--- config.mk ---
export PLATFORM = sky130hd
export DESIGN_NAME = dle_ram
export DESIGN_NICKNAME = d
export VERILOG_FILES = /design/src/design/dense_layer_engine_defines.svh /design/src/design/dle_ram.sv
export SDC_FILE = /design/constraint.sdc
export NUM_CORES = 1
export LEC_CHECK = 0
export ABC_AREA = 1
export BUFFER_PORTS_ARGS = -buffer_cell sky130_fd_sc_hd__buf_4
export CORE_UTILIZATION = 49
export DETAILED_ROUTE_END_ITERATION = 8
export PLACE_DENSITY_LB_ADDON = 0.08
export REMOVE_ABC_BUFFERS = 1
export SLEW_MARGIN = 20
export SYNTH_ARGS = -nofsm -noshare
export SYNTH_HDL_FRONTEND = slang
export SYNTH_SLANG_ARGS = --single-unit
--- constraint.sdc ---
create_clock -name i_clk -period 3.8 [get_ports i_clk]
set_input_delay 0.95 -clock i_clk [delete_from_list [all_inputs] [get_ports i_clk]]
set_output_delay 0.95 -clock i_clk [all_outputs]
set_load 0.01 [all_outputs]
--- src/design/dense_layer_engine_defines.svh ---
// dense_layer_engine_defines.svh
// assertion macros for the dense layer engine
// expects i_clk and i_rst_n in the scope of use
`ifndef DENSE_LAYER_ENGINE_DEFINES_SVH
`define DENSE_LAYER_ENGINE_DEFINES_SVH
`ifndef SYNTHESIS
`define DLE_ASSERT(lbl, prop) \
    lbl: assert property (@(posedge i_clk) disable iff (!i_rst_n) prop) \
        else $error("dle assertion failed");
`define DLE_ASSERT_ALWAYS(lbl, prop) \
    lbl: assert property (@(posedge i_clk) prop) \
        else $error("dle assertion failed");
`else
`define DLE_ASSERT(lbl, prop)
`define DLE_ASSERT_ALWAYS(lbl, prop)
`endif
`endif

--- src/design/dle_ram.sv ---
// dle_ram.sv
// generic single write port, single read port ram with registered read
// no dependencies
module dle_ram #(
    parameter int WIDTH = 16,
    parameter int DEPTH = 16
) (
    input  logic                                      i_clk,
    input  logic                                      i_we,
    input  logic [((DEPTH > 1) ? $clog2(DEPTH) : 1)-1:0] i_waddr,
    input  logic [WIDTH-1:0]                          i_wdata,
    input  logic [((DEPTH > 1) ? $clog2(DEPTH) : 1)-1:0] i_raddr,
    output logic [WIDTH-1:0]                          o_rdata
);
    logic [WIDTH-1:0] r_mem [DEPTH];
    logic [WIDTH-1:0] r_rdata;

    always_ff @(posedge i_clk) begin
        if (i_we) begin
            r_mem[i_waddr] <= i_wdata;
        end
        r_rdata <= r_mem[i_raddr];
    end

    assign o_rdata = r_rdata;
endmodule

==> run_results.csv <==
group,metric,value,unit
sta,relSlewSlack,23.6,%
clock_tree,ctsRootBufferMaster,"clkbuf_16",
clock_tree,cts_buffer_depth,3,
yosys,synth_top_cells_by_area,"edfxtp_1, nand2_1, nand3_1, inv_1, dfxtp_1",
power,powerDensity,512,mW/mm²
yosys,yosysWarnings,0,
sta,fin_crit_sh,54.8,%
route,wl_per_cell,18.4,µm
floorplanning,core,0.0227,mm²
clock_tree,post_cts_buffers,0,
hold_path,worst_hold_path_type,"reg2reg",
sta,maxSlewViolCount,0,
worst_setup_path,cp_max_fo,16,
worst_setup_path,critPathLaunchType,"input port",
floorplanning,start_util,50.1,%
route,viasPerCell,5.05,
worst_setup_path,reg2reg_from,"r_mem[7][12]$_DFFE_PP_",
yosys,synth_seq_cells,272,
layout,final_cell_mix,"nand2_1, edfxtp_1, inv_1, nand3_1, buf_4",
worst_setup_path,crit_required,3940,ps
global_route,grt_first_pass_wirelength,40.3,mm
clock_tree,cts_resized,0,
route,vias,7159,
floorplanning,die_y,154,µm
route,routed_wl,26.2,mm
floorplanning,die_x,154,µm
yosys,ys_types,13,
clock_tree,cts.clk_slew.worst_paths,60,ps
sta,layout_setup_ws,1720,ps
layout,drive_gt1_share,10.8,%
yosys,synth_area,0.0114,mm²
placed_design,place_ws,1110,ps
power,leakage,5.55,nW
sta,setup_tns,0,ps
worst_setup_path,cp-startpoint,"i_waddr[2]",
clock_tree,clk-insertion-delay-late,540,ps
yosys,synth_top_area_share,67.5,%
worst_setup_path,end_kind,"register",
clock_tree,cts_buffers,29,
placed_design,place_hpwl,14.7,mm
outcome,outcome,"finished, final reports clean",
yosys,netlist.top_cell.by_area,"edfxtp_1",
sta,worst_slew_pin_slew,1150,ps
sta,hold_viol_final,0,
floorplanning,die_area,0.0238,mm²
global_route,track_usage,22.7,%
power,p_total,6.63,mW
layout,syn2layout_area_growth,13.8,%
layout,fin_nets,1138,
global_route,globalRoute.totalOverflow,0,
layout,final_core_util,57.0,%
route,drt_iter0_drc,560,
route,dr.pass1.iters,5,
floorplanning,io_pins,42,
floorplanning,fp-row-count,55,
placed_design,portBuffers,41,
sta,rsz0062_at_grt,"no",
power,irDropWorstVdd,0.000461,V
yosys,syn_inst,1074,
sta,setup_viol,0,
yosys,ys_seq_area_share,70.4,%
route,drc,0,
global_route,grt_max_degree,129,
sta,post-route-min-period,2080,ps
clock_tree,tritoncts,"yes",
clock_tree,htreeDepth,1,
placed_design,place_congestion,0.823,
layout,final_common_cell,"nand2_1",
sta,fmax,480,MHz
layout,antennaDiodeCount,0,
sta,finalClockSkew,18.9,ps
layout,fill_cells,1922,
clock_tree,clock-sinks,272,
global_route,grt_pass1_vias,6829,
worst_setup_path,arrival,2220,ps
global_route,antenna_found_initial,0,
hold_path,min_from,"r_mem[9][14]$_DFFE_PP_",
yosys,avgSynthCellArea,10.6,µm²
worst_setup_path,path_class,"in2reg",
clock_tree,holdBufCountCts,0,
flow_run,cap_violations,0,
route,final_antenna_net_count,0,
## registers in the layout, indices dropped and copies added, names as in the netlist
signal / count
o_rdata: 16
r_mem: 256
## where the power goes
group	internal, mW	switching, mW
registers	3.35	0.0198
logic	0.128	0.284
clock network	1.72	1.12
## area by class of cell
| cell class | instances | area [µm²] | area share (%) |
|---|---|---|---|
| inverter | 198 | 746 | 5.76 |
| timing repair buffer | 58 | 498 | 3.85 |
| clock buffer | 40 | 827 | 6.39 |
| multi-input combinational | 553 | 2370 | 18.3 |
| clock inverter | 13 | 146 | 1.13 |
| sequential | 272 | 8010 | 61.8 |
| tap | 285 | 357 | 2.75 |
## cell families after synthesis
kind of cell	Yosys count	share of synthesized area, %
and+or+nand+nor	553	20.4
buffers and inverters	249	9.21
DFF	272	70.4
## cell usage after synthesis
| cell type | count |
|---|---|
| nand2_1 | 341 |
| edfxtp_1 | 256 |
| inv_1 | 196 |
| nand3_1 | 193 |
| buf_2 | 19 |
| buf_4 | 18 |
| nor2_1 | 17 |
| dfxtp_1 | 16 |
| clkbuf_1 | 10 |
| buf_6 | 3 |
| inv_2 | 2 |
| nand3b_1 | 2 |
| buf_1 | 1 |
## metal layers
metal	GRT usage, %	up-vias	part of all wire, %	routed length [µm]
li1	-	3541	-	-
met1	33.6	3374	47	12200
met2	34.5	211	44	11600
met3	4.51	33	7.3	1910
met4	5.56	0	1.8	459
met5	0	-	0	0
## critical path: stages
cell     delay (ps)
buf_4           120
nor2_1           90
nand2_1         150
nor2_2          900
## per-stage QoR
| stage | cells | cell area (µm²) | hold slack, ps |
|---|---|---|---|
| 2_1_floorplan | 1023 | 11100 | 607 |
| 3_3_place_gp | 1366 | 12000 | 655 |
| 3_5_place_dp | 1366 | 12000 | 664 |
| 4_1_cts | 1419 | 12900 | 677 |
| 5_1_grt | 1419 | 13000 | 720 |
| 6_report | 1419 | 13000 | 670 |
## final timing paths
check | to | slack (ps) | depth (start not counted)
setup / recovery | r_mem[3][8]$_DFFE_PP_ | 1720 | 4
hold / removal | o_rdata[14]$_DFF_P_ | 670 | 6
setup reg to reg | o_rdata[12]$_DFF_P_ | 2730 | 6
hold reg to reg | o_rdata[14]$_DFF_P_ | 670 | 6
No activity file was read; power rests on OpenSTA's default activity.
