**src/design/dense_layer_engine_defines.svh**
```systemverilog
// dense_layer_engine_defines.svh
// assertion macros for the dense layer engine
// expects i_clk and i_rst_n in the scope of use
`ifndef DENSE_LAYER_ENGINE_DEFINES_SVH
`define DENSE_LAYER_ENGINE_DEFINES_SVH
`ifndef SYNTHESIS
`define DLE_ASSERT(lbl, prop) \
    lbl: assert property (@(posedge i_clk) disable iff (!i_rst_n) prop) \
        else $error("dle assertion failed");
`define DLE_ASSERT_ALWAYS(lbl, prop) \
    lbl: assert property (@(posedge i_clk) prop) \
        else $error("dle assertion failed");
`else
`define DLE_ASSERT(lbl, prop)
`define DLE_ASSERT_ALWAYS(lbl, prop)
`endif
`endif

```
**src/design/dle_pkg.sv**
```systemverilog
// dle_pkg.sv
// dimensions, command codes, transaction types and saturating arithmetic
// for the dense layer engine; no dependencies
package dle_pkg;

    localparam int IN_DIM   = 16;
    localparam int OUT_DIM  = 16;
    localparam int EMIT_MAX = 16;
    localparam int MAX_DIM  = (IN_DIM > OUT_DIM) ? IN_DIM : OUT_DIM;
    localparam int W_DEPTH  = IN_DIM * OUT_DIM;
    localparam int IN_AW    = (IN_DIM > 1) ? $clog2(IN_DIM) : 1;
    localparam int OUT_AW   = (OUT_DIM > 1) ? $clog2(OUT_DIM) : 1;
    localparam int MAX_AW   = (MAX_DIM > 1) ? $clog2(MAX_DIM) : 1;
    localparam int W_AW     = (W_DEPTH > 1) ? $clog2(W_DEPTH) : 1;
    localparam int LEN_W    = $clog2(MAX_DIM + 1);
    localparam int ACC_W    = 34 + MAX_AW;
    localparam int FWD_CNT  = (OUT_DIM < EMIT_MAX) ? OUT_DIM : EMIT_MAX;
    localparam int BWD_CNT  = (IN_DIM < EMIT_MAX) ? IN_DIM : EMIT_MAX;

    localparam logic [3:0] CMD_WR_W  = 4'd0;
    localparam logic [3:0] CMD_WR_B  = 4'd1;
    localparam logic [3:0] CMD_LD_X  = 4'd2;
    localparam logic [3:0] CMD_LD_G  = 4'd3;
    localparam logic [3:0] CMD_FWD   = 4'd4;
    localparam logic [3:0] CMD_BWD   = 4'd5;
    localparam logic [3:0] CMD_ZERO  = 4'd6;
    localparam logic [3:0] CMD_UPD_W = 4'd7;
    localparam logic [3:0] CMD_UPD_B = 4'd8;
    localparam logic [3:0] CMD_RD_WG = 4'd9;
    localparam logic [3:0] CMD_RD_BG = 4'd10;

    localparam logic [1:0] KIND_FWD = 2'd0;
    localparam logic [1:0] KIND_DX  = 2'd1;
    localparam logic [1:0] KIND_RD  = 2'd2;

    typedef logic signed [ACC_W-1:0] t_acc;

    typedef enum logic [2:0] {
        S_IDLE, S_RUN, S_DRAIN, S_EMIT, S_RD, S_UPD, S_ZERO
    } t_state;

    typedef struct packed {
        logic [3:0]         command;
        logic [3:0]         row;
        logic [3:0]         col;
        logic signed [15:0] value;
        logic               first_of_batch;
    } t_in_item;

    typedef struct packed {
        logic [1:0]         kind;
        logic [3:0]         index;
        logic signed [15:0] result_value;
        logic               saturated;
        logic               last;
    } t_out_item;

    typedef struct packed {
        logic signed [15:0] value;
        logic               clip;
    } t_sat;

    typedef struct packed {
        logic shift;
        logic add;
        logic restart;
    } t_cell_ctl;

    localparam t_acc SAT_HI = t_acc'(32767);
    localparam t_acc SAT_LO = t_acc'(-32768);

    function automatic t_sat sat_acc(input t_acc v);
        t_sat s;
        if (v > SAT_HI) begin
            s.value = 16'sh7fff;
            s.clip  = 1'b1;
        end else if (v < SAT_LO) begin
            s.value = 16'sh8000;
            s.clip  = 1'b1;
        end else begin
            s.value = v[15:0];
            s.clip  = 1'b0;
        end
        return s;
    endfunction

    // round half up from q.24 to q.12, then clip
    function automatic t_sat round_acc(input t_acc v);
        t_acc t;
        t = v + t_acc'(2048);
        return sat_acc(t >>> 12);
    endfunction

endpackage

```
**src/design/dle_cell.sv**
```systemverilog
// dle_cell.sv
// one accumulator cell of the rotating ring; the tail cell adds a product
// depends on dle_pkg
module dle_cell import dle_pkg::*; (
    input  logic      i_clk,
    input  t_cell_ctl i_ctl,
    input  logic      i_tail,
    input  t_acc      i_nbr,
    input  t_acc      i_head,
    input  t_acc      i_init,
    input  t_acc      i_addend,
    output t_acc      o_acc
);
    t_acc r_acc;
    t_acc n_acc;
    t_acc w_base;

    always_comb begin
        w_base = i_ctl.restart ? i_init : i_head;
        if (i_tail) begin
            n_acc = w_base + (i_ctl.add ? i_addend : '0);
        end else begin
            n_acc = i_nbr;
        end
    end

    always_ff @(posedge i_clk) begin
        if (i_ctl.shift) begin
            r_acc <= n_acc;
        end
    end

    assign o_acc = r_acc;
endmodule

```
**config.mk**
```make
export PLATFORM = sky130hd
export DESIGN_NAME = dle_cell
export DESIGN_NICKNAME = d
export VERILOG_FILES = /design/src/design/dense_layer_engine_defines.svh /design/src/design/dle_pkg.sv /design/src/design/dle_cell.sv
export SDC_FILE = /design/constraint.sdc
export NUM_CORES = 1
export LEC_CHECK = 0
export BUFFER_PORTS_ARGS = -buffer_cell sky130_fd_sc_hd__clkbuf_2
export CORE_ASPECT_RATIO = 1.4
export CORE_MARGIN = 2
export CORE_UTILIZATION = 45
export CTS_CLUSTER_DIAMETER = 200
export DETAILED_ROUTE_END_ITERATION = 16
export PLACE_DENSITY = 0.81
export SLEW_MARGIN = 10
export SYNTH_ARGS = -nofsm -noshare
export SYNTH_HDL_FRONTEND = slang
export SYNTH_SLANG_ARGS = --single-unit
```
**constraint.sdc**
```tcl
create_clock -name i_clk -period 12.79 [get_ports i_clk]
set_clock_uncertainty 0.1 [all_clocks]
set_input_delay 2.558 -clock i_clk [delete_from_list [all_inputs] [get_ports i_clk]]
set_output_delay 2.558 -clock i_clk [all_outputs]
set_load 0.05 [all_outputs]
```
==> flow_summary.rst <==
.. list-table::
   :header-rows: 1

   * - Metric
     - Value
   * - Congestion Overflow GR
     - 0
   * - Maximum net fanout on the critical path
     - 38
   * - Final Hold Slack
     - 2.47 ns
   * - Total nets after synthesis
     - 676
   * - Peak Freq
     - 169 MHz
   * - Area of the die
     - 10400 sq um
   * - Iteration-0 DRC Markers
     - 209
   * - Clock buffer depth
     - 2
   * - Most used DFF post-synth
     - sky130_fd_sc_hd__edfxtp_1
   * - Rel. slew slack
     - 0.318
   * - Average cell area after synthesis
     - 9.01 sq um
   * - Post-route setup TNS
     - 0 ns
   * - Final-layout fill cell count
     - 875
   * - Die Y
     - 120 um
   * - Hold crit path type
     - primary input to register
   * - Seq cells post-synth
     - 38
   * - Area post-placement
     - 5360 sq um
   * - Total wire length
     - 12.7 mm
   * - Pre-CTS setup slack
     - 6.55 ns
   * - Number of nets with antenna violations after routing
     - 0
   * - Vias post-DR
     - 4328
   * - Hold-fix buffers, CTS
     - 0
   * - Vias in the first global route
     - 4431
   * - Count of clock tree sinks
     - 38
   * - Int Pwr
     - 335 uW
   * - Initial Utilization
     - 0.461
   * - Count of max-cap constraint violations
     - 0
   * - Part of the Yosys area used for sequential elements
     - 0.263
   * - Port-buffer cells
     - 194
   * - Net Sw Power
     - 224 uW
   * - Slew Limit Fails
     - 0
   * - Number of unique standard cell types used by synthesis
     - 49
   * - Post-synth top area cell
     - sky130_fd_sc_hd__edfxtp_1
   * - Portion of the clock cycle consumed by the worst path in the final layout
     - 0.463
   * - Total number of nets in the final design
     - 855
   * - Routability congestion estimate
     - 0.929
   * - Number of instances in the synthesized netlist
     - 481
   * - PostCTS Resize Cnt
     - 0
   * - Placement Rows
     - 42
   * - Number of H-tree levels
     - 2
   * - Total setup violations reported at the end of the flow
     - 0
   * - Clock Pin Slew Worst Setup and Hold Paths
     - 0.06 ns
   * - Post-placement cell count
     - 763
   * - Number of endpoints with negative hold slack in the final report
     - 0
   * - Critical Path End Type
     - register
   * - Cell Count, Final, Fillers Out
     - 771
   * - Post-route design area
     - 5500 sq um
   * - Detailed placement HPWL
     - 10.3 mm
   * - Buffers inserted during post-CTS setup optimization
     - 0
   * - Type of element launching the critical path
     - primary input
   * - Req. time, crit path
     - 12.73 ns
   * - Transition at the pin with the smallest max-transition slack
     - 1.02 ns
   * - Overall routing resource usage
     - 0.244
   * - Pwr/cell area
     - 102 nW/um^2
   * - Start point of the worst hold path
     - i_nbr[18]
   * - Portion of total power attributed to sequential cells
     - 0.297
   * - Inserted Clock Buffers
     - 5
   * - Part of the total power dissipated in the clock network
     - 0.218
   * - Sw frac
     - 0.401
   * - Run status
     - finished, final reports clean
   * - P_leak
     - 0.00261 uW
   * - Antenna diodes
     - 0
   * - DIE WIDTH
     - 86.9 um
   * - Via density per instance
     - 5.61
   * - Ports placed on the boundary
     - 195
   * - Post-route DRC
     - 0
   * - Least setup slack across all paths after layout
     - 6.87 ns
   * - Worst setup path category
     - primary input to register
   * - Number of antenna violations at the first check in global routing
     - 0
   * - Ys Warns
     - 0
   * - Share of synthesized registers carrying an async set or reset
     - 0
   * - Root Buffer Master
     - sky130_fd_sc_hd__clkbuf_16
   * - Cells taking the most area after synthesis
     - sky130_fd_sc_hd__edfxtp_1 26%, sky130_fd_sc_hd__mux2_2 18%, sky130_fd_sc_hd__ha_1 11%, sky130_fd_sc_hd__a21oi_1 5.5%, sky130_fd_sc_hd__and2_1 5.3%
   * - First-pass iteration count of the detailed router
     - 5
   * - Unrepaired setup endpoints after global routing
     - false
   * - Share of layout cells above drive strength 1
     - 0.418
   * - Comb power frac
     - 0.485
   * - Max IR drop VDD
     - 51.1 uV
   * - Maximum number of pins on one net before global-route repair
     - 45
   * - Cell Area, Synth
     - 4330 sq um
   * - Fraction of post-synthesis cell area in the top cell type by area
     - 0.263
   * - Cell count of the worst hold path
     - 2
   * - Number of flops mapped to enable cells by yosys
     - 38
   * - Shortest period the worst path allows
     - 5.92 ns
   * - Global-route wire length before repair
     - 20.2 mm
   * - Arrival time worst endpoint
     - 5.86 ns
   * - Core area
     - 9410 sq um
   * - Hold Path End
     - o_acc[18]
   * - Growth of design area from synthesis to finish
     - 26.8%
   * - Number of flip-flops in the largest register
     - 38
   * - Clock tree from TritonCTS
     - yes
   * - Avg WL per Cell
     - 16.5 um
-- routing by layer --
layer | vias to the layer above | global-route usage | routed length [um]
li1 | 2132 | - | -
met1 | 2000 | 0.276 | 4890
met2 | 175 | 0.458 | 6910
met3 | 21 | 0.0261 | 697
met4 | 0 | 0.0840 | 242
met5 | - | 0 | 0
-- logic make-up (layout without fill, tap and decap cells) --
| kind of cell | Yosys count | count (layout) | synth area share |
|---|---|---|---|
| XOR/XNOR | 34 | 34 | 0.0687 |
| AO/OA/AOI/OAI | 128 | 128 | 0.184 |
| multiplexers | 71 | 71 | 0.184 |
| buffers and inverters | 33 | 213 | 0.0306 |
| adder cells (fa/ha/maj) | 38 | 38 | 0.111 |
| AND/OR/NAND/NOR | 139 | 139 | 0.158 |
| flip-flops | 38 | 38 | 0.263 |
-- cell usage in the layout, fill, tap and decap left out, types with 7 or more instances in the layout --
master	Yosys	final
sky130_fd_sc_hd__nor2_1	30	30
sky130_fd_sc_hd__and2_1	37	37
sky130_fd_sc_hd__xnor2_1	24	24
sky130_fd_sc_hd__nand3_1	7	7
sky130_fd_sc_hd__inv_1	9	9
sky130_fd_sc_hd__xor2_1	10	10
sky130_fd_sc_hd__o21ai_0	24	24
sky130_fd_sc_hd__a21o_1	17	17
sky130_fd_sc_hd__mux2_2	68	68
sky130_fd_sc_hd__nand4_1	9	9
sky130_fd_sc_hd__nor3_1	7	7
sky130_fd_sc_hd__ha_1	37	37
sky130_fd_sc_hd__edfxtp_1	38	38
sky130_fd_sc_hd__a21oi_1	48	48
sky130_fd_sc_hd__nand2_1	38	38
sky130_fd_sc_hd__clkbuf_2	0	194
sky130_fd_sc_hd__o21bai_1	7	7
-- worst max-delay path, stage by stage --
cell and delay, ns:
sky130_fd_sc_hd__clkbuf_2 0.08, sky130_fd_sc_hd__buf_4 0.44, sky130_fd_sc_hd__mux2_2 0.40, sky130_fd_sc_hd__ha_1 0.23, sky130_fd_sc_hd__fa_1 0.42, sky130_fd_sc_hd__a21o_1 0.22, sky130_fd_sc_hd__a31o_1 0.26, sky130_fd_sc_hd__a21oi_2 0.22
sky130_fd_sc_hd__o211ai_2 0.17, sky130_fd_sc_hd__a31oi_2 0.31, sky130_fd_sc_hd__o31ai_1 0.11, sky130_fd_sc_hd__xor2_1 0.15, sky130_fd_sc_hd__mux2_2 0.27
-- worst max path at each step --
stage	startpoint	endpoint	slack [ns]	cells after the start
6_report	i_ctl[0]	o_acc[36]	6.87	13
5_1_grt	i_ctl[0]	o_acc[27]	6.48	12
4_1_cts	i_ctl[0]	o_acc[36]	6.84	13
3_5_place_dp	i_ctl[0]	o_acc[36]	6.55	13
3_3_place_gp	i_ctl[0]	o_acc[27]	6.59	12
2_1_floorplan	i_ctl[0]	o_acc[29]	6.97	12
-- power groups by stage --
stage,Sequential (uW),Clock [uW],Combinational [uW]
floorplan,228,0,136
global placement,168,0,266
detailed placement,168,0,268
CTS,166,123,270
global route,167,128,293
finish,166,122,271
-- stage by stage --
stage | power [uW] | utilization
global route | 589 | 0.584
finish | 558 | 0.584
global placement | 434 | 0.570
CTS | 558 | 0.584
floorplan | 364 | -
detailed placement | 437 | 0.570
-- area by class of cell --
| type | count | area [sq um] | share of cell area |
|---|---|---|---|
| Multi-Input combinational cell | 410 | 3060 | 0.557 |
| Sequential cell | 38 | 1140 | 0.208 |
| Timing Repair Buffer | 196 | 986 | 0.179 |
| Tap cell | 110 | 138 | 0.0250 |
| Clock buffer | 6 | 129 | 0.0234 |
| Inverter | 9 | 33.8 | 0.00615 |
| Clock inverter | 2 | 8.76 | 0.00159 |
-- synth_stat cells, drive strengths merged, types with 2 or more instances --
master	number
mux2	68
a21oi	49
edfxtp	38
nand2	38
and2	37
ha	37
nor2	30
o21ai	26
xnor2	24
clkbuf	22
a21o	17
xor2	10
inv	9
nand4	9
nand3	7
nor3	7
o21bai	7
a31oi	5
a211oi	3
a21boi	3
mux2i	3
o211ai	3
o21a	3
and3	2
buf	2
nand2b	2
nor2b	2
nor4	2
o31ai	2
(Power assumes the default switching activity.)
